==> src/rtl/core/wct_pkg.sv <==
// ----------------------------------------------------------------------------
// wct_pkg
// Shared types, codes and byte constants of the command line tokenizer.
// ----------------------------------------------------------------------------
`default_nettype none

package wct_pkg;

  // Default width of the pending backslash counter
  localparam int RUN_COUNT_BITS_DEF = 16;

  // Most results one item can cause
  localparam int RES_MAX = 3;

  // Result kinds
  localparam logic [1:0] KIND_BYTES  = 2'd0;
  localparam logic [1:0] KIND_ARGEND = 2'd1;
  localparam logic [1:0] KIND_EOL    = 2'd2;

  // Scan modes
  localparam logic [1:0] MODE_BETWEEN  = 2'd0;
  localparam logic [1:0] MODE_UNQUOTED = 2'd1;
  localparam logic [1:0] MODE_QUOTED   = 2'd2;

  // Input item functions
  localparam logic FUNC_BYTE  = 1'b0;
  localparam logic FUNC_FLUSH = 1'b1;

  // Register selects (address bit 2)
  localparam logic REG_MARK_LINE_ENDS = 1'b0;
  localparam logic REG_FIRST_IS_CMD   = 1'b1;

  // Characters
  localparam logic [7:0] CH_TAB   = 8'h09;
  localparam logic [7:0] CH_CR    = 8'h0D;
  localparam logic [7:0] CH_LF    = 8'h0A;
  localparam logic [7:0] CH_NUL   = 8'h00;
  localparam logic [7:0] CH_BSL   = 8'h5C;
  localparam logic [7:0] CH_QUOTE = 8'h22;
  localparam logic [7:0] CH_SPACE = 8'h20;

  typedef struct packed {
    logic mark_line_ends;
    logic first_is_command_name;
  } cfg_t;

  typedef struct packed {
    logic [1:0] mode;
    logic       cmd;       // backslashes literal now
    logic       qp;        // quote seen inside quotes, undecided
  } scan_ctl_t;

  typedef struct packed {
    logic [1:0]  kind;
    logic [7:0]  out_byte;
    logic [15:0] repeat_res;
  } res_t;

  typedef struct packed {
    res_t [RES_MAX-1:0] items;
    logic [1:0]         cnt;
  } res_list_t;

endpackage

`default_nettype wire

==> src/rtl/core/wct_if.sv <==
// ----------------------------------------------------------------------------
// wct_if
// Valid/ready channels of the tokenizer: source items in, results out.
// ----------------------------------------------------------------------------
`default_nettype none

interface wct_in_if;
  logic       valid;
  logic       ready;
  logic       func;
  logic [7:0] source_byte;

  modport source (output valid, output func, output source_byte, input ready);
  modport sink   (input valid, input func, input source_byte, output ready);
endinterface

interface wct_out_if;
  logic        valid;
  logic        ready;
  logic [1:0]  kind;
  logic [7:0]  out_byte;
  logic [15:0] repeat_res;
  logic        last_of_run;

  modport source (output valid, output kind, output out_byte, output repeat_res,
                  output last_of_run, input ready);
  modport sink   (input valid, input kind, input out_byte, input repeat_res,
                  input last_of_run, output ready);
endinterface

`default_nettype wire

==> src/rtl/core/wct_step.sv <==
// ----------------------------------------------------------------------------
// wct_step
// Next scan state and result list for one item (pure combinational).
// ----------------------------------------------------------------------------
`default_nettype none

module wct_step #(
  parameter int RUN_COUNT_BITS = wct_pkg::RUN_COUNT_BITS_DEF
) (
  input  wire logic                      func,
  input  wire logic [7:0]                source_byte,
  input  wire wct_pkg::cfg_t             cfg,
  input  wire wct_pkg::scan_ctl_t        ctl,
  input  wire logic [RUN_COUNT_BITS-1:0] run,
  output wct_pkg::scan_ctl_t             ctl_nxt,
  output logic [RUN_COUNT_BITS-1:0]      run_nxt,
  output wct_pkg::res_list_t             res_list
);

  typedef logic [RUN_COUNT_BITS-1:0] run_t;

  typedef struct packed {
    wct_pkg::scan_ctl_t ctl;
    run_t               run;
    wct_pkg::res_list_t lst;
  } tb_t;

  // Clamp a run count to the 16-bit repeat field
  function automatic logic [15:0] sat_rep(run_t r);
    logic [31:0] r32;
    r32 = 32'(r);
    return (r32 > 32'h0000_FFFF) ? 16'hFFFF : r32[15:0];
  endfunction

  // Append one result, drop it when the list is full
  function automatic wct_pkg::res_list_t push(wct_pkg::res_list_t l, logic [1:0] k,
                                              logic [7:0] b, logic [15:0] rep);
    wct_pkg::res_list_t o;
    o = l;
    if (l.cnt != 2'(wct_pkg::RES_MAX)) begin
      o.items[l.cnt].kind       = k;
      o.items[l.cnt].out_byte   = b;
      o.items[l.cnt].repeat_res = rep;
      o.cnt                     = l.cnt + 2'd1;
    end
    return o;
  endfunction

  function automatic logic is_sep(logic [7:0] c);
    return (c == wct_pkg::CH_SPACE) || (c == wct_pkg::CH_TAB) ||
           (c == wct_pkg::CH_CR) || (c == wct_pkg::CH_LF) || (c == wct_pkg::CH_NUL);
  endfunction

  // Handle a byte with no pending run and no pending quote
  function automatic tb_t take_byte(tb_t s, logic [7:0] c, wct_pkg::cfg_t cf);
    tb_t  o;
    logic bs_special;
    o = s;
    bs_special = (c == wct_pkg::CH_BSL) && !s.ctl.cmd;
    case (s.ctl.mode)
      wct_pkg::MODE_QUOTED: begin
        if (c == wct_pkg::CH_QUOTE) begin
          o.ctl.qp = 1'b1;
        end else if (bs_special) begin
          o.run = run_t'(1);
        end else begin
          o.lst = push(o.lst, wct_pkg::KIND_BYTES, c, 16'd1);
        end
      end
      wct_pkg::MODE_UNQUOTED: begin
        if (is_sep(c)) begin
          o.lst = push(o.lst, wct_pkg::KIND_ARGEND, 8'd0, 16'd0);
          if (c == wct_pkg::CH_LF) begin
            o.ctl.cmd = cf.first_is_command_name;
            if (cf.mark_line_ends) begin
              o.lst = push(o.lst, wct_pkg::KIND_EOL, 8'd0, 16'd0);
            end
          end else begin
            o.ctl.cmd = 1'b0;
          end
          o.ctl.mode = wct_pkg::MODE_BETWEEN;
        end else if (c == wct_pkg::CH_QUOTE) begin
          o.ctl.mode = wct_pkg::MODE_QUOTED;
        end else if (bs_special) begin
          o.run = run_t'(1);
        end else begin
          o.lst = push(o.lst, wct_pkg::KIND_BYTES, c, 16'd1);
        end
      end
      default: begin
        // between arguments, unused mode code lands here too
        o.ctl.mode = wct_pkg::MODE_BETWEEN;
        if (is_sep(c)) begin
          if ((c == wct_pkg::CH_LF) && cf.mark_line_ends) begin
            o.lst = push(o.lst, wct_pkg::KIND_EOL, 8'd0, 16'd0);
          end
        end else if (c == wct_pkg::CH_QUOTE) begin
          o.ctl.mode = wct_pkg::MODE_QUOTED;
        end else if (bs_special) begin
          o.run      = run_t'(1);
          o.ctl.mode = wct_pkg::MODE_UNQUOTED;
        end else begin
          o.lst      = push(o.lst, wct_pkg::KIND_BYTES, c, 16'd1);
          o.ctl.mode = wct_pkg::MODE_UNQUOTED;
        end
      end
    endcase
    return o;
  endfunction

  tb_t  s;
  run_t half;

  always_comb begin
    s.ctl = ctl;
    s.run = run;
    s.lst = '0;
    half  = run >> 1;
    if (func == wct_pkg::FUNC_FLUSH) begin
      // Flush pending backslashes, close any open argument, clear scan state
      if (run != '0) begin
        s.lst = push(s.lst, wct_pkg::KIND_BYTES, wct_pkg::CH_BSL, sat_rep(run));
      end
      if (ctl.qp) begin
        s.ctl.mode = wct_pkg::MODE_UNQUOTED;
      end
      if ((s.ctl.mode == wct_pkg::MODE_UNQUOTED) || (s.ctl.mode == wct_pkg::MODE_QUOTED)) begin
        s.lst = push(s.lst, wct_pkg::KIND_ARGEND, 8'd0, 16'd0);
      end
      s.ctl.mode = wct_pkg::MODE_BETWEEN;
      s.ctl.cmd  = cfg.first_is_command_name;
      s.ctl.qp   = 1'b0;
      s.run      = '0;
    end else if (run != '0) begin
      if (source_byte == wct_pkg::CH_BSL) begin
        // Extend the run, hold at the maximum
        if (!(&run)) begin
          s.run = run + run_t'(1);
        end
      end else if (source_byte == wct_pkg::CH_QUOTE) begin
        s.run = '0;
        if (half != '0) begin
          s.lst = push(s.lst, wct_pkg::KIND_BYTES, wct_pkg::CH_BSL, sat_rep(half));
        end
        if (run[0]) begin
          s.lst = push(s.lst, wct_pkg::KIND_BYTES, wct_pkg::CH_QUOTE, 16'd1);
        end else begin
          s = take_byte(s, source_byte, cfg);
        end
      end else begin
        s.lst = push(s.lst, wct_pkg::KIND_BYTES, wct_pkg::CH_BSL, sat_rep(run));
        s.run = '0;
        s     = take_byte(s, source_byte, cfg);
      end
    end else if (ctl.qp) begin
      // Doubled quote gives a literal quote, anything else closes the quoted part
      s.ctl.qp = 1'b0;
      if (source_byte == wct_pkg::CH_QUOTE) begin
        s.lst = push(s.lst, wct_pkg::KIND_BYTES, wct_pkg::CH_QUOTE, 16'd1);
      end else begin
        s.ctl.mode = wct_pkg::MODE_UNQUOTED;
        s          = take_byte(s, source_byte, cfg);
      end
    end else begin
      s = take_byte(s, source_byte, cfg);
    end
  end

  assign ctl_nxt  = s.ctl;
  assign run_nxt  = s.run;
  assign res_list = s.lst;

endmodule

`default_nettype wire

==> src/rtl/core/windows_cmdline_tokenizer_core.sv <==
// ----------------------------------------------------------------------------
// windows_cmdline_tokenizer_core
// Splits a streamed command line into arguments by Windows quoting rules.
// ----------------------------------------------------------------------------
//
//  channel   dir   handshake            payload
//  in_ch     in    valid/ready          func, source_byte
//  out_ch    out   valid/ready          kind, out_byte, repeat_res, last_of_run
//  cfg       in    APB psel/penable     paddr, pwdata -> prdata
//
//  An item updates the scan state in the cycle it is accepted; its results
//  (zero to three) land in a result register and leave one per cycle while
//  out_ch.ready is high, which also lets items with at most one result flow
//  at one item per cycle; an item with more holds the register until its last goes.
//  A new item is taken in the same cycle the last pending result is taken.
//  rst_n is synchronous; it clears the scan state and both registers.
// ----------------------------------------------------------------------------
`default_nettype none

module windows_cmdline_tokenizer_core #(
  parameter int RUN_COUNT_BITS = wct_pkg::RUN_COUNT_BITS_DEF
) (
  input  wire logic        clk,
  input  wire logic        rst_n,
  wct_in_if.sink           in_ch,
  wct_out_if.source        out_ch,
  input  wire logic        psel,
  input  wire logic        penable,
  input  wire logic        pwrite,
  input  wire logic [2:0]  paddr,
  input  wire logic [31:0] pwdata,
  output logic [31:0]      prdata,
  output logic             pready
);

  wct_pkg::cfg_t                cfg_r;
  wct_pkg::scan_ctl_t           ctl_r;
  wct_pkg::scan_ctl_t           ctl_nxt;
  logic [RUN_COUNT_BITS-1:0]    run_r;
  logic [RUN_COUNT_BITS-1:0]    run_nxt;
  wct_pkg::res_list_t           res_list;

  wct_pkg::res_t [wct_pkg::RES_MAX-1:0] bund_r;
  logic [1:0]                   bcnt_r;
  logic [1:0]                   bidx_r;

  logic in_fire;
  logic out_fire;
  logic last_res;
  logic cfg_wr;

  // Per-item scan logic
  wct_step #(
    .RUN_COUNT_BITS(RUN_COUNT_BITS)
  ) u_step (
    .func        (in_ch.func),
    .source_byte (in_ch.source_byte),
    .cfg         (cfg_r),
    .ctl         (ctl_r),
    .run         (run_r),
    .ctl_nxt     (ctl_nxt),
    .run_nxt     (run_nxt),
    .res_list    (res_list)
  );

  // Handshakes
  assign last_res    = (bidx_r + 2'd1) == bcnt_r;
  assign out_fire    = out_ch.valid && out_ch.ready;
  assign in_ch.ready = (bcnt_r == 2'd0) || (out_ch.ready && last_res);
  assign in_fire     = in_ch.valid && in_ch.ready;
  assign cfg_wr      = psel && penable && pwrite;

  // Configuration registers
  assign pready = 1'b1;
  assign prdata = (paddr[2] == wct_pkg::REG_FIRST_IS_CMD) ?
                  {31'd0, cfg_r.first_is_command_name} :
                  {31'd0, cfg_r.mark_line_ends};

  always_ff @(posedge clk) begin
    if (!rst_n) begin
      cfg_r <= '0;
    end else if (cfg_wr) begin
      if (paddr[2] == wct_pkg::REG_FIRST_IS_CMD) begin
        cfg_r.first_is_command_name <= pwdata[0];
      end else begin
        cfg_r.mark_line_ends <= pwdata[0];
      end
    end
  end

  // Scan state: advance on each accepted item, else reload command-name mode on write
  always_ff @(posedge clk) begin
    if (!rst_n) begin
      ctl_r.mode <= wct_pkg::MODE_BETWEEN;
      ctl_r.cmd  <= 1'b0;
      ctl_r.qp   <= 1'b0;
      run_r      <= '0;
    end else if (in_fire) begin
      ctl_r <= ctl_nxt;
      run_r <= run_nxt;
    end else if (cfg_wr && (paddr[2] == wct_pkg::REG_FIRST_IS_CMD)) begin
      ctl_r.cmd <= pwdata[0];
    end
  end

  // Result register: load a new list, or step through the held one
  always_ff @(posedge clk) begin
    if (!rst_n) begin
      bcnt_r <= 2'd0;
      bidx_r <= 2'd0;
    end else if (in_fire) begin
      bcnt_r <= res_list.cnt;
      bidx_r <= 2'd0;
    end else if (out_fire) begin
      if (last_res) begin
        bcnt_r <= 2'd0;
        bidx_r <= 2'd0;
      end else begin
        bidx_r <= bidx_r + 2'd1;
      end
    end
  end

  always_ff @(posedge clk) begin
    if (in_fire) begin
      bund_r <= res_list.items;
    end
  end

  // Present the current result
  assign out_ch.valid       = bcnt_r != 2'd0;
  assign out_ch.kind        = bund_r[bidx_r].kind;
  assign out_ch.out_byte    = bund_r[bidx_r].out_byte;
  assign out_ch.repeat_res  = bund_r[bidx_r].repeat_res;
  assign out_ch.last_of_run = last_res;

endmodule

`default_nettype wire

==> src/flat_wrapper.sv <==
// flat-port wrapper written by rule: the top's interface ports become plain ports
module windows_cmdline_tokenizer_core_flat 
#(
  parameter int RUN_COUNT_BITS = wct_pkg::RUN_COUNT_BITS_DEF
)
  (clk, rst_n, psel, penable, pwrite, paddr, pwdata, prdata, pready, in_ch_valid, in_ch_func, in_ch_source_byte, in_ch_ready, out_ch_valid, out_ch_kind, out_ch_out_byte, out_ch_repeat_res, out_ch_last_of_run, out_ch_ready);
  wct_in_if in_ch_i ();
  wct_out_if out_ch_i ();
  input  wire logic clk;
  input  wire logic rst_n;
  input  wire logic psel;
  input  wire logic penable;
  input  wire logic pwrite;
  input  wire logic [2:0] paddr;
  input  wire logic [31:0] pwdata;
  output logic [31:0] prdata;
  output logic pready;
  input wire logic [$bits(in_ch_i.valid)-1:0] in_ch_valid;
  input wire logic [$bits(in_ch_i.func)-1:0] in_ch_func;
  input wire logic [$bits(in_ch_i.source_byte)-1:0] in_ch_source_byte;
  output wire logic [$bits(in_ch_i.ready)-1:0] in_ch_ready;
  output wire logic [$bits(out_ch_i.valid)-1:0] out_ch_valid;
  output wire logic [$bits(out_ch_i.kind)-1:0] out_ch_kind;
  output wire logic [$bits(out_ch_i.out_byte)-1:0] out_ch_out_byte;
  output wire logic [$bits(out_ch_i.repeat_res)-1:0] out_ch_repeat_res;
  output wire logic [$bits(out_ch_i.last_of_run)-1:0] out_ch_last_of_run;
  input wire logic [$bits(out_ch_i.ready)-1:0] out_ch_ready;
  assign in_ch_i.valid = in_ch_valid;
  assign in_ch_i.func = in_ch_func;
  assign in_ch_i.source_byte = in_ch_source_byte;
  assign in_ch_ready = in_ch_i.ready;
  assign out_ch_valid = out_ch_i.valid;
  assign out_ch_kind = out_ch_i.kind;
  assign out_ch_out_byte = out_ch_i.out_byte;
  assign out_ch_repeat_res = out_ch_i.repeat_res;
  assign out_ch_last_of_run = out_ch_i.last_of_run;
  assign out_ch_i.ready = out_ch_ready;
  windows_cmdline_tokenizer_core #(.RUN_COUNT_BITS(RUN_COUNT_BITS)) u_core (.clk(clk), .rst_n(rst_n), .in_ch(in_ch_i), .out_ch(out_ch_i), .psel(psel), .penable(penable), .pwrite(pwrite), .paddr(paddr), .pwdata(pwdata), .prdata(prdata), .pready(pready));
endmodule
==> config.mk <==
export PLATFORM = sky130hd
export DESIGN_NAME = windows_cmdline_tokenizer_core_flat
export DESIGN_NICKNAME = d
export VERILOG_FILES = /design/src/rtl/core/wct_pkg.sv /design/src/rtl/core/wct_if.sv /design/src/rtl/core/wct_step.sv /design/src/rtl/core/windows_cmdline_tokenizer_core.sv /design/src/flat_wrapper.sv
export SDC_FILE = /design/constraint.sdc
export NUM_CORES = 1
export LEC_CHECK = 0
export BUFFER_PORTS_ARGS = -buffer_cell sky130_fd_sc_hd__buf_2
export CORE_MARGIN = 2
export CORE_UTILIZATION = 33
export DETAILED_ROUTE_END_ITERATION = 12
export SLEW_MARGIN = 20
export SYNTH_ARGS = -nofsm -noshare
export SYNTH_HDL_FRONTEND = slang
export SYNTH_SLANG_ARGS = --single-unit
==> constraint.sdc <==
create_clock -name clk -period 6.2 [get_ports clk]
set_clock_uncertainty 0.2 [all_clocks]
set_input_delay 0.31 -clock clk [delete_from_list [all_inputs] [get_ports clk]]
set_output_delay 0.31 -clock clk [all_outputs]
set_load 0.02 [all_outputs]
Word-level counts from Yosys, hierarchy flattened --
Cells that the tools add are included.
Cells by class: eq/ne operators 34, reductions and logical operators 40, multiplexer cells 194, bitwise operators 2, add/subtract/negate cells 9, order comparisons 15
Operator list (number):
- 2-to-1 mux 80 bit | 53
- bitwise mux 78 bit | 33
- demux 26 bit (select 2 bit) | 21
- case mux 96 bit (2 select lines) | 3
- 2-to-1 mux 100 bit | 4
- 2-to-1 mux 28 bit | 14
- 2-to-1 mux 96 bit | 3
- 2-to-1 mux 16 bit | 15
- 2-to-1 mux 26 bit | 9
- 2-to-1 mux 24 bit | 7
- binary-select mux 26 bit (select 2 bit) | 1
- 2-to-1 mux 25 bit | 2
- 2-to-1 mux 20 bit | 2
- nonzero test 16 bit | 2
- 2-to-1 mux 2 bit | 13
- equality test 8 x 4 -> 1 bit, second input constant | 3
- < comparator 2 x 3 -> 1 bit, second input constant | 8
- inequality test 4 bit, second input constant | 6
- adder 16 x 1 -> 16 bit, second input constant | 1
- adder 2 x 1 -> 2 bit, second input constant | 8
- equality test 8 x 6 -> 1 bit, second input constant | 2
- AND reduction 16 bit | 1
- logical AND 1 bit | 15
- inequality test 5 bit, second input constant | 3
- other kinds (24) | 65
Storage, ports and cells: logic and storage cells 311, bits in registers 104, bits of input ports 51

Depth between registers and ports, before layout --
Gate-level depths: netlist (run 1).
word-level depth 39, mapped depth 12, depth with buffers taken out 10

Cells and area by module --
From an unflattened synthesis (run 1), not the netlist that was laid out.
Unflattened totals: cell total of the unflattened synthesis 659, area total of the unflattened synthesis 6409.9 um2
Modules (own cells, without submodules):
- windows_cmdline_tokenizer_core | area an instance 4304.1 um2, cells an instance 333, instances 1, seq. area each 2862.7 um2
- wct_step | area an instance 2105.8 um2, cells an instance 326, instances 1, seq. area each 0.0 um2

Worst setup path after synthesis (run 1) --
OpenSTA, ideal clock, no wires.
kind input to register, start point input port in_ch_source_byte[4], end point register u_core.bund_r[18] in the netlist's numbering (data pin), required time 5.723 ns, setup slack 3.210 ns, setup time 0.277 ns, stages 11, data arrival time 2.513 ns, cells stage by stage buf_6 > or4b_1 > or4_1 > buf_6 > ha_1 > o21ai_0 > a211oi_1 > a311oi_1 > o21ai_1 > a41oi_2 > a22oi_1
RTL lines:
- from (decl) | RTL line flat_wrapper.sv:20 | input wire logic [$bits(in_ch_i.source_byte)-1:0] in_ch_source_byte;
- to (signal assigned) | RTL line windows_cmdline_tokenizer_core.sv:126 | bund_r <= res_list.items;
- to (decl) | RTL line windows_cmdline_tokenizer_core.sv:43 | wct_pkg::res_t [wct_pkg::RES_MAX-1:0] bund_r;

Worst setup path in the final report (run 1) --
start point register u_core.bidx_r[0], end point register u_core.ctl_r[1] in the netlist's numbering
Between the ends: cells in the longest elaborated chain, start to end 7, elaborated cells on any way between the ends 11, those cells by class add/sub (1); eq/ne (4); mux (1); reduce/logical (5)
RTL lines:
- from (decl) | RTL line windows_cmdline_tokenizer_core.sv:45 | logic [1:0] bidx_r;
- from (signal assigned) | RTL line windows_cmdline_tokenizer_core.sv:119 | bidx_r <= bidx_r + 2'd1;
- adder 2 x 1 -> 2 bit (*) | RTL line windows_cmdline_tokenizer_core.sv:67 | assign last_res = (bidx_r + 2'd1) == bcnt_r;
- equality test 2 bit (*) | RTL line windows_cmdline_tokenizer_core.sv:67
- logical AND 1 bit (*) | RTL line windows_cmdline_tokenizer_core.sv:69 | assign in_ch.ready = (bcnt_r == 2'd0) || (out_ch.ready && last_res);
- logical OR 1 bit (*) | RTL line windows_cmdline_tokenizer_core.sv:69
- logical AND 1 bit (*) | RTL line windows_cmdline_tokenizer_core.sv:70 | assign in_fire = in_ch.valid && in_ch.ready;
- net u_core.in_fire | RTL line windows_cmdline_tokenizer_core.sv:47 | logic in_fire;
- inequality test 5 bit (no line) (tied with other cells)
- AND reduction 4 bit (no line)
- to (signal assigned) | RTL line windows_cmdline_tokenizer_core.sv:99 | ctl_r <= ctl_nxt;
- to (decl) | RTL line windows_cmdline_tokenizer_core.sv:37 | wct_pkg::scan_ctl_t ctl_r;
The timed path passes the listed nets; every way through them passes the cells marked *. A chain may end at the register's enable or synchronous reset.

==> run summary, run 1 <==
status = finished clean
crit path DAT = 3510 ps
Post-CTS Setup Bufs = 0
clock sinks = 64
Final #Nets = 608
Worst setup SP type = flop
Worst setup EP type = flop
Cell Area, Synth = 4492 um^2
initial antenna violation count = 0
residual DRC count = 0
critical path type = reg -> reg
yosys warns = 0
CTS tree = done
worst hold path type = in -> reg
post-synthesis cell type count = 75
Worst EP required = 6240 ps
Slew @ Worst Pin = 961.5 ps
endpoints failing setup = 0
pin count of the biggest net entering global routing = 34
IO Pins = 113
worst-path cell chain = mux2_2, o22ai_1, a31oi_1, buf_4, inv_1, buf_4, nor3b_1, a2bb2oi_1, o21a_1
vias per cell = 5.276
Tot GR Track Use = 0.1588
Max Cap Viol = 0
Post-synth EDFFs = 38
critical path depth in cells = 9
most common cell after layout, fill and taps aside = nor2_1
Worst path max stage delay = 940 ps
Hold Crit Start = pwdata[0]
worst reg2reg path startpoint = u_core.bidx_r[0]$_SDFFE_PP0P_
max-slew violations = 0
Area contributors post-synth = edfxtp_1 25%, dfxtp_1 12%, buf_4 5.5%
Slew HR = 0.3581
first-pass GRT wire length = 18,600 um
CP Buf/Inv Count = 3
most frequent cells in the layout = 54 x nor2_1, 48 x nand2_1, 47 x buf_2, 38 x edfxtp_1
Hold Path Sink = u_core.cfg_r[1]$_SDFFE_PN0P_
CP max stage cell = dfxtp_1
pwr dens = 253.6 nW/um^2
period utilisation layout = 0.5605
ant diodes = 0
Reg clk slew, reported paths = 60 ps
leakage = 1.959 nW
worst-path maximum fanout = 26
Syn Inst Count = 522
hold violation count in the final report = 0
routability cong. = 0.9243
share of layout cells above drive strength 1 = 0.1537
via count = 3,846
PostCTS Resize Cnt = 0
Crit path max-delay family = buffers and inverters
ys flop type = edfxtp_1
later-pin clock latency in the skew report = 340 ps
final setup TNS = 0 ps
Final Instance Count excl. Fillers = 729
CORE AREA = 13,240 um^2
async set-reset flop share out of synthesis = 0
initial core utilization = 0.3392
Peak VDD IR = 0.1183 mV
share of Yosys cell area claimed by the top area cell type = 0.2540
Antenna Nets Post-Route = 0
Hold WS = 45.71 ps
syn_area_per_cell = 8.605 um^2
vias in the first global route = 3,637
die height = 120.7 um
Die Area = 14,560 um^2
worst hold path cell count = 3
HPWL Detailed = 8121 um
post-synthesis sequential area ratio = 0.3699
Most common cell on crit path = buf_4
GRT overflow = 0
fin crit period = 3475 ps
Layout area overhead = 11.73%
placed cells = 713
CTS root buf = clkbuf_16
Yosys top cell by area = edfxtp_1
Die Wd = 120.7 um
RSZ-0062 raised after global routing = false
site row count = 42
Avg WL per Cell = 15.47 um
Fmax = 287.8 MHz
Pre-antenna DRT Iters = 4
worst reg2reg setup slack = 2720 ps
Routed Wire Length = 11,270 um
clk buf depth = 2
Port-buffer cells = 47
H-tree Lvls = 3
Reg-to-Reg End = u_core.ctl_r[1]$_SDFFE_PN0P_
Reg2Reg Depth = 9
CTS Hold Bufs = 0
number of CTS-inserted buffers = 9
drt initial violations = 351
Yosys reg bits = 64
-- cell families after synthesis --
group / Yosys count / share of synthesized area
adder cells (fa/ha/maj): 9 / 0.02507
multiplexers: 17 / 0.03816
buffers and inverters: 80 / 0.1025
XOR/XNOR: 2 / 0.003900
AO/OA/AOI/OAI: 125 / 0.1891
AND/OR/NAND/NOR: 223 / 0.2696
other: 2 / 0.001672
flip-flops: 64 / 0.3699
-- worst max-delay path by stage --
stage	startpoint	end
final	u_core.bidx_r[0]$_SDFFE_PP0P_	u_core.ctl_r[1]$_SDFFE_PN0P_
after global routing	u_core.bidx_r[0]$_SDFFE_PP0P_	u_core.ctl_r[1]$_SDFFE_PN0P_
after CTS	u_core.bidx_r[0]$_SDFFE_PP0P_	u_core.ctl_r[1]$_SDFFE_PN0P_
after detailed placement	u_core.bidx_r[0]$_SDFFE_PP0P_	u_core.ctl_r[1]$_SDFFE_PN0P_
after global placement	in_ch_source_byte[4]	u_core.bund_r[19]$_DFFE_PP_
after floorplan	in_ch_source_byte[4]	u_core.bund_r[18]$_DFFE_PP_
-- area by class of cell --
cell class                      count  area, um^2
Fill cell                        1361        8224
Multi-Input combinational cell    408        2482
Sequential cell                    64        1662
Timing Repair Buffer               49       250.2
Clock buffer                        9       225.2
Tap cell                          176       220.2
Clock inverter                      7       118.9
Inverter                           16       60.06
-- cells in the mapped netlist, drive strengths merged (14+ instances only) --
| library cell | instances |
|---|---|
| nor2 | 55 |
| nand2 | 49 |
| buf | 48 |
| edfxtp | 38 |
| o21ai | 35 |
| and2 | 32 |
| dfxtp | 26 |
| a21oi | 20 |
| clkbuf | 16 |
| mux2i | 16 |
| inv | 15 |
| nor3 | 14 |
-- report_power, final --
part           total (mW)  internal (mW)  switching, mW  leakage [nW]
Sequential          0.493          0.481         0.0113         0.604
Clock               0.585          0.393          0.192         0.162
Combinational       0.195         0.0622          0.133          1.19
-- state kept, by name (all words and copies together), names as in the netlist --
signal         count
u_core.run_r      16
u_core.cfg_r       2
u_core.ctl_r       4
u_core.bund_r     38
u_core.bidx_r      2
u_core.bcnt_r      2
-- worst register-to-register path, cell delays in order (launching register included) --
cell and delay (ps):
dfxtp_1 940, mux2_2 420, o22ai_1 200, a31oi_1 120, buf_4 180, inv_1 450, buf_4 440, nor3b_1 110
a2bb2oi_1 140, o21a_1 180
-- routing by layer --
layer / global-route usage / vias to the layer above / routed length (um)
li1: - / 1903 / -
met1: 0.2175 / 1798 / 5305
met2: 0.2468 / 125 / 5077
met3: 0.02972 / 20 / 614
met4: 0.06250 / 0 / 276
met5: 0 / - / 0
-- per-stage QoR --
stage	setup WS, ps	total power [mW]	util	instance area (um^2)
2_1_floorplan	3210	0.6565	-	4604
4_1_cts	2685	1.283	0.3790	5019
3_5_place_dp	2676	0.6969	0.3530	4674
6_report	2725	1.273	0.3790	5019
5_1_grt	2440	1.327	0.3790	5019
3_3_place_gp	2816	0.6925	0.3530	4674
(Power assumes the default switching activity.)
==> inputs of run 2 (changes only) <==
==> constraint.sdc (replaced) <==
create_clock -name clk -period 3.55 [get_ports clk]
set_clock_uncertainty 0.2 [all_clocks]
set_input_delay 0.1775 -clock clk [delete_from_list [all_inputs] [get_ports clk]]
set_output_delay 0.1775 -clock clk [all_outputs]
set_load 0.02 [all_outputs]
==> run 2 against run 1 <==
Sequential share of layout area fell by 0.51 points. Wire length up 2.2%. Sequential power up 74%. Cell area increased by 1.6%. Highest routed layer unchanged. Hold slack worse by 25 ps. Total power is 58% higher. Core utilization rose by 0.60 points. Global-route usage grew 0.34 points. Critical endpoint is now u_core.bund_r[19]$_DFFE_PP_. Clock power rose by 38%. Non-clock buffer count increased by 19. Largest cell class unchanged. First-iteration DRC count is 3.4% lower.
==> run summary, run 2 (synthesized netlist as in run 1, its figures left out) <==
status = finished clean
Seq. cell area = 1662 um^2
CTS root buf = clkbuf_16
Top reg by flops = u_core.bund_r
routability cong. = 0.9147
first-pass GRT wire length = 18,900 um
vias in the first global route = 3,721
Pre-antenna DRT Iters = 4
crit path DAT = 3130 ps
via count = 3,955
Worst EP required = 3400 ps
max FFs per register = 38
Worst setup SP type = flop
final setup TNS = 0 ps
later-pin clock latency in the skew report = 330 ps
Worst setup EP type = flop
Slew HR = 0.3818
PostCTS Resize Cnt = 0
fin crit period = 3278 ps
most frequent cells in the layout = 54 x nor2_1, 48 x nand2_1, 47 x buf_2, 38 x edfxtp_1
Hold Crit Start = in_ch_source_byte[2]
RSZ-0062 raised after global routing = false
site row count = 42
Avg WL per Cell = 15.40 um
die height = 120.7 um
placed cells = 729
Reg clk slew, reported paths = 60 ps
CP startpoint = u_core.run_r[11]$_SDFFE_PN0P_
HPWL Detailed = 8259 um
Routed Wire Length = 11,520 um
Die Area = 14,560 um^2
worst hold path type = in -> reg
Port-buffer cells = 47
combinational power share = 0.175
CORE AREA = 13,240 um^2
worst reg2reg path startpoint = u_core.run_r[11]$_SDFFE_PN0P_
number of CTS-inserted buffers = 9
residual DRC count = 0
leakage = 2.020 nW
CTS tree = done
share of layout cells above drive strength 1 = 0.1766
Clk pwr share = 0.400
Final Instance Count excl. Fillers = 748
H-tree Lvls = 3
max-slew violations = 0
Flop pwr share = 0.425
pwr dens = 395.5 nW/um^2
Tot GR Track Use = 0.1622
vias per cell = 5.287
Fmax = 305.1 MHz
critical path type = reg -> reg
Internal = 1.425 mW
Switching Share = 0.2932
FILL cells = 1,372
Die Wd = 120.7 um
drt initial violations = 339
pin count of the biggest net entering global routing = 34
Final #Nets = 627
Top Registers = u_core.bund_r (38), u_core.run_r (16), u_core.ctl_r (4)
IO Pins = 113
Slew @ Worst Pin = 927.2 ps
Layout area overhead = 13.48%
Sw Pwr = 0.5911 mW
Post-CTS Setup Bufs = 0
worst-path maximum fanout = 9
period utilisation layout = 0.9233
Peak VDD IR = 0.2063 mV
hold violation count in the final report = 0
endpoints failing setup = 0
final core utilization = 0.3849
GRT overflow = 0
Pwr Total = 2.016 mW
clock sinks = 64
ant diodes = 0
Max Cap Viol = 0
clk buf depth = 2
Antenna Nets Post-Route = 0
most common cell after layout, fill and taps aside = nor2_1
Multi-input gate area = 2482 um^2
initial core utilization = 0.3392
initial antenna violation count = 0
[run 2: cell types whose count changed in the layout (fill, tap and decap cells not counted), sizes merged]
cell	before	now
clkinv	2	5
dlygate4sd3	0	3
bufinv	3	0
buf	49	65
[run 2: worst max-delay path, stage by stage, from the launching register on]
cell and delay (ps):
dfxtp_1 400, nor4_2 370, and4_1 380, nand2_1 270, ha_1 270, o21ai_0 160, a211oi_1 70, a311oi_1 290
o21ai_1 140, a41oi_2 320, a22oi_1 110
[run 2: layout make-up]
type,instances,area share
Multi-Input combinational cell,408,0.4870
Sequential cell,64,0.3260
Timing Repair Buffer,68,0.07855
Clock buffer,9,0.04418
Tap cell,176,0.04320
Inverter,16,0.01178
Clock inverter,7,0.009327
[run 2: repair_timing]
action	in CTS	in global routing
hold buffers	3	0
endpoints found under the setup margin	0	0
endpoints found under the hold margin	3	0
[run 2: final timing paths]
path	to	slack (ps)	cells past startpoint
setup / recovery	u_core.bund_r[19]$_DFFE_PP_	270	10
hold / removal	u_core.bund_r[44]$_SDFFCE_PP0P_	20	2
setup reg to reg	u_core.bund_r[19]$_DFFE_PP_	270	10
hold reg to reg	u_core.ctl_r[2]$_SDFFE_PN0P_	320	2
[run 2: routing by layer]
| metal | GRT usage | wire length (um) |
|---|---|---|
| met5 | 0 | 0 |
| met4 | 0.06613 | 253 |
| met3 | 0.02547 | 663 |
| met2 | 0.2535 | 5062 |
| met1 | 0.2232 | 5540 |
[run 2: through the flow]
stage          hold slack, ps  instance area (um^2)  worst slack (ps)
2_1_floorplan           122.4                  4604             692.6
3_3_place_gp            260.0                  4795             387.4
3_5_place_dp            268.3                  4795             335.9
4_1_cts                 14.87                  5097             317.3
5_1_grt                 60.29                  5097             11.50
6_report                20.32                  5097             272.4
[run 2: power by group through the flow]
stage               registers (mW)  logic, mW  clock network (mW)
floorplan                    0.868      0.279                   0
global placement             0.871      0.344                   0
detailed placement           0.873      0.349                   0
CTS                          0.857      0.352               0.825
global route                 0.862      0.387               0.857
finish                       0.857      0.352               0.807
==> inputs of run 3 (changes only) <==
--- a/config.mk
+++ b/config.mk
@@ -9,6 +9,7 @@
 export CORE_MARGIN = 2
 export CORE_UTILIZATION = 33
 export DETAILED_ROUTE_END_ITERATION = 12
+export GPL_TIMING_DRIVEN = 0
 export SLEW_MARGIN = 20
 export SYNTH_ARGS = -nofsm -noshare
 export SYNTH_HDL_FRONTEND = slang
==> run 3 against run 2 <==
Core utilization is 2.7 points higher. Clock power increased by 17%. Critical path type is now in -> reg. Register-to-register slack better by 50 ps. Final cell count is 6.1% higher. Sequential power about the same. Die area stayed put. Sequential share of layout area is 2.1 points lower. Critical endpoint unchanged.
==> run summary, run 3 (synthesized netlist as in run 1, its figures left out) <==
period utilisation layout = 0.9350
Worst EP required = 3400 ps
Routed Wire Length = 11,940 um
Max Cap Viol = 0
Clk pwr share = 0.429
Hold Crit Start = in_ch_source_byte[2]
worst hold path type = in -> reg
worst-path maximum fanout = 10
GR Util met3 = 0.02453
RSZ-0062 raised after global routing = false
max-slew violations = 0
CTS root buf = clkbuf_16
FILL cells = 1,364
Slew @ Worst Pin = 983.1 ps
Internal = 1.600 mW
GR met1 Demand/Resource = 0.2266
Worst setup SP type = input pin
Switching Share = 0.2698
clk buf depth = 2
Hold Path Sink = u_core.bund_r[44]$_SDFFCE_PP0P_
placed cell area = 5072 um^2
ant diodes = 0
number of CTS-inserted buffers = 9
vias in the first global route = 3,803
Worst setup EP type = flop
pwr dens = 402.0 nW/um^2
max FFs per register = 38
residual DRC count = 0
leakage = 2.230 nW
Die Area = 14,560 um^2
initial core utilization = 0.3392
Layout area overhead = 21.31%
fin crit period = 3319 ps
Port-buffer cells = 44
final instance area = 5449 um^2
Final #Nets = 673
later-pin clock latency in the skew report = 340 ps
clock sinks = 64
Top reg by flops = u_core.bund_r
Peak VDD IR = 0.2194 mV
initial antenna violation count = 0
H-tree Lvls = 3
via count = 4,147
CTS tree = done
HPWL Detailed = 8926 um
hold violation count in the final report = 0
Global Route met2 Usage = 0.2673
worst hold path cell count = 2
site row count = 42
Top Registers = u_core.bund_r (38), u_core.run_r (16), u_core.ctl_r (4)
drt initial violations = 378
endpoints failing setup = 0
Post-CTS Setup Bufs = 0
first-pass GRT wire length = 19,220 um
Reg clk slew, reported paths = 50 ps
worst reg2reg setup slack = 320 ps
Slew HR = 0.3386
routability cong. = 0.9412
CORE AREA = 13,240 um^2
Pre-antenna DRT Iters = 5
vias per cell = 5.223
Die Wd = 120.7 um
share of layout cells above drive strength 1 = 0.2104
combinational power share = 0.179
Fmax = 301.3 MHz
critical path type = in -> reg
crit path DAT = 3170 ps
Avg WL per Cell = 15.03 um
IO Pins = 113
Hold WS = 22.42 ps
status = finished clean
GRT busiest layer = met2
Reg-to-Reg End = u_core.bund_r[19]$_DFFE_PP_
die height = 120.7 um
Sw Pwr = 0.5910 mW
Antenna Nets Post-Route = 0
worst reg2reg path startpoint = u_core.run_r[2]$_SDFFE_PN0P_
Tot GR Track Use = 0.1655
Flop pwr share = 0.392
pin count of the biggest net entering global routing = 27
GRT overflow = 0
Reg2Reg Depth = 11
most frequent cells in the layout = 54 x buf_2, 54 x nor2_1, 48 x nand2_1, 38 x edfxtp_1, 33 x buf_4
final setup TNS = 0 ps
==> run 3: cell types whose count changed in the layout (fill, tap and decap cells not counted), moves of 2 or more <==
cell	delta
dlygate4sd3_1	+2
buf_6	+3
buf_1	+2
clkbuf_1	+15
bufinv_16	+2
buf_2	+7
buf_4	+15
==> run 3: timing repair <==
item                                   4_1_cts  5_1_grt
resized for setup                            0        1
endpoints found under the hold margin        5        0
setup endpoints to repair                    0        4
hold buffers                                 5        0
==> run 3: power groups by stage <==
stage	sequential, mW	combinational, mW	clock (mW)
2_1_floorplan	0.868	0.279	0
3_3_place_gp	0.873	0.372	0
5_1_grt	0.861	0.429	0.987
6_report	0.858	0.392	0.941
3_5_place_dp	0.873	0.385	0
4_1_cts	0.858	0.390	0.955
==> run 3: critical path, stage by stage <==
cell and delay (ps):
dlygate4sd3_1 550, buf_6 140, or4b_1 500, or4_1 420
buf_6 160, ha_1 190, o21ai_0 140, a211oi_1 80
a311oi_2 250, o21ai_1 130, a41oi_2 300, a22oi_1 110
==> run 3: how the worst max path moves through the flow <==
stage	start	end	slack, ps	depth (start not counted)
finish	in_ch_source_byte[4]	u_core.bund_r[19]$_DFFE_PP_	230	12
global route	in_ch_source_byte[4]	u_core.bund_r[18]$_DFFE_PP_	10	12
CTS	in_ch_source_byte[4]	u_core.bund_r[22]$_DFFE_PP_	190	12
detailed placement	u_core.run_r[8]$_SDFFE_PN0P_	u_core.bund_r[19]$_DFFE_PP_	340	12
global placement	u_core.bidx_r[0]$_SDFFE_PP0P_	u_core.ctl_r[1]$_SDFFE_PN0P_	310	8
floorplan	in_ch_source_byte[4]	u_core.bund_r[18]$_DFFE_PP_	690	11
==> run 3: final cells by class <==
cell class                 instances  area (um^2)  area share
buffer                            64        400.4     0.07348
clock buffer                       9        225.2     0.04133
clock inverter                     7        95.09     0.01745
inverter                          16        60.06     0.01102
multi-input combinational        408         2489      0.4567
sequential                        64         1662      0.3049
tap                              176        220.2     0.04041
timing repair buffer              50        297.8     0.05465
==> run 3: per-layer routing <==
layer  up-vias  wire, um
met1      1927      5486
met2       166      5529
met5         -         0
li1       2034         -
met3        20       715
met4         0       205
==> run 3: per-stage QoR <==
stage	worst slack (ps)	cells	util	total power [mW]
3_3_place_gp	308.8	772	0.3810	1.245
6_report	230.9	794	0.4115	2.191
2_1_floorplan	692.6	552	-	1.147
4_1_cts	191.7	794	0.4110	2.203
5_1_grt	12.80	794	0.4115	2.277
3_5_place_dp	335.8	773	0.3830	1.259
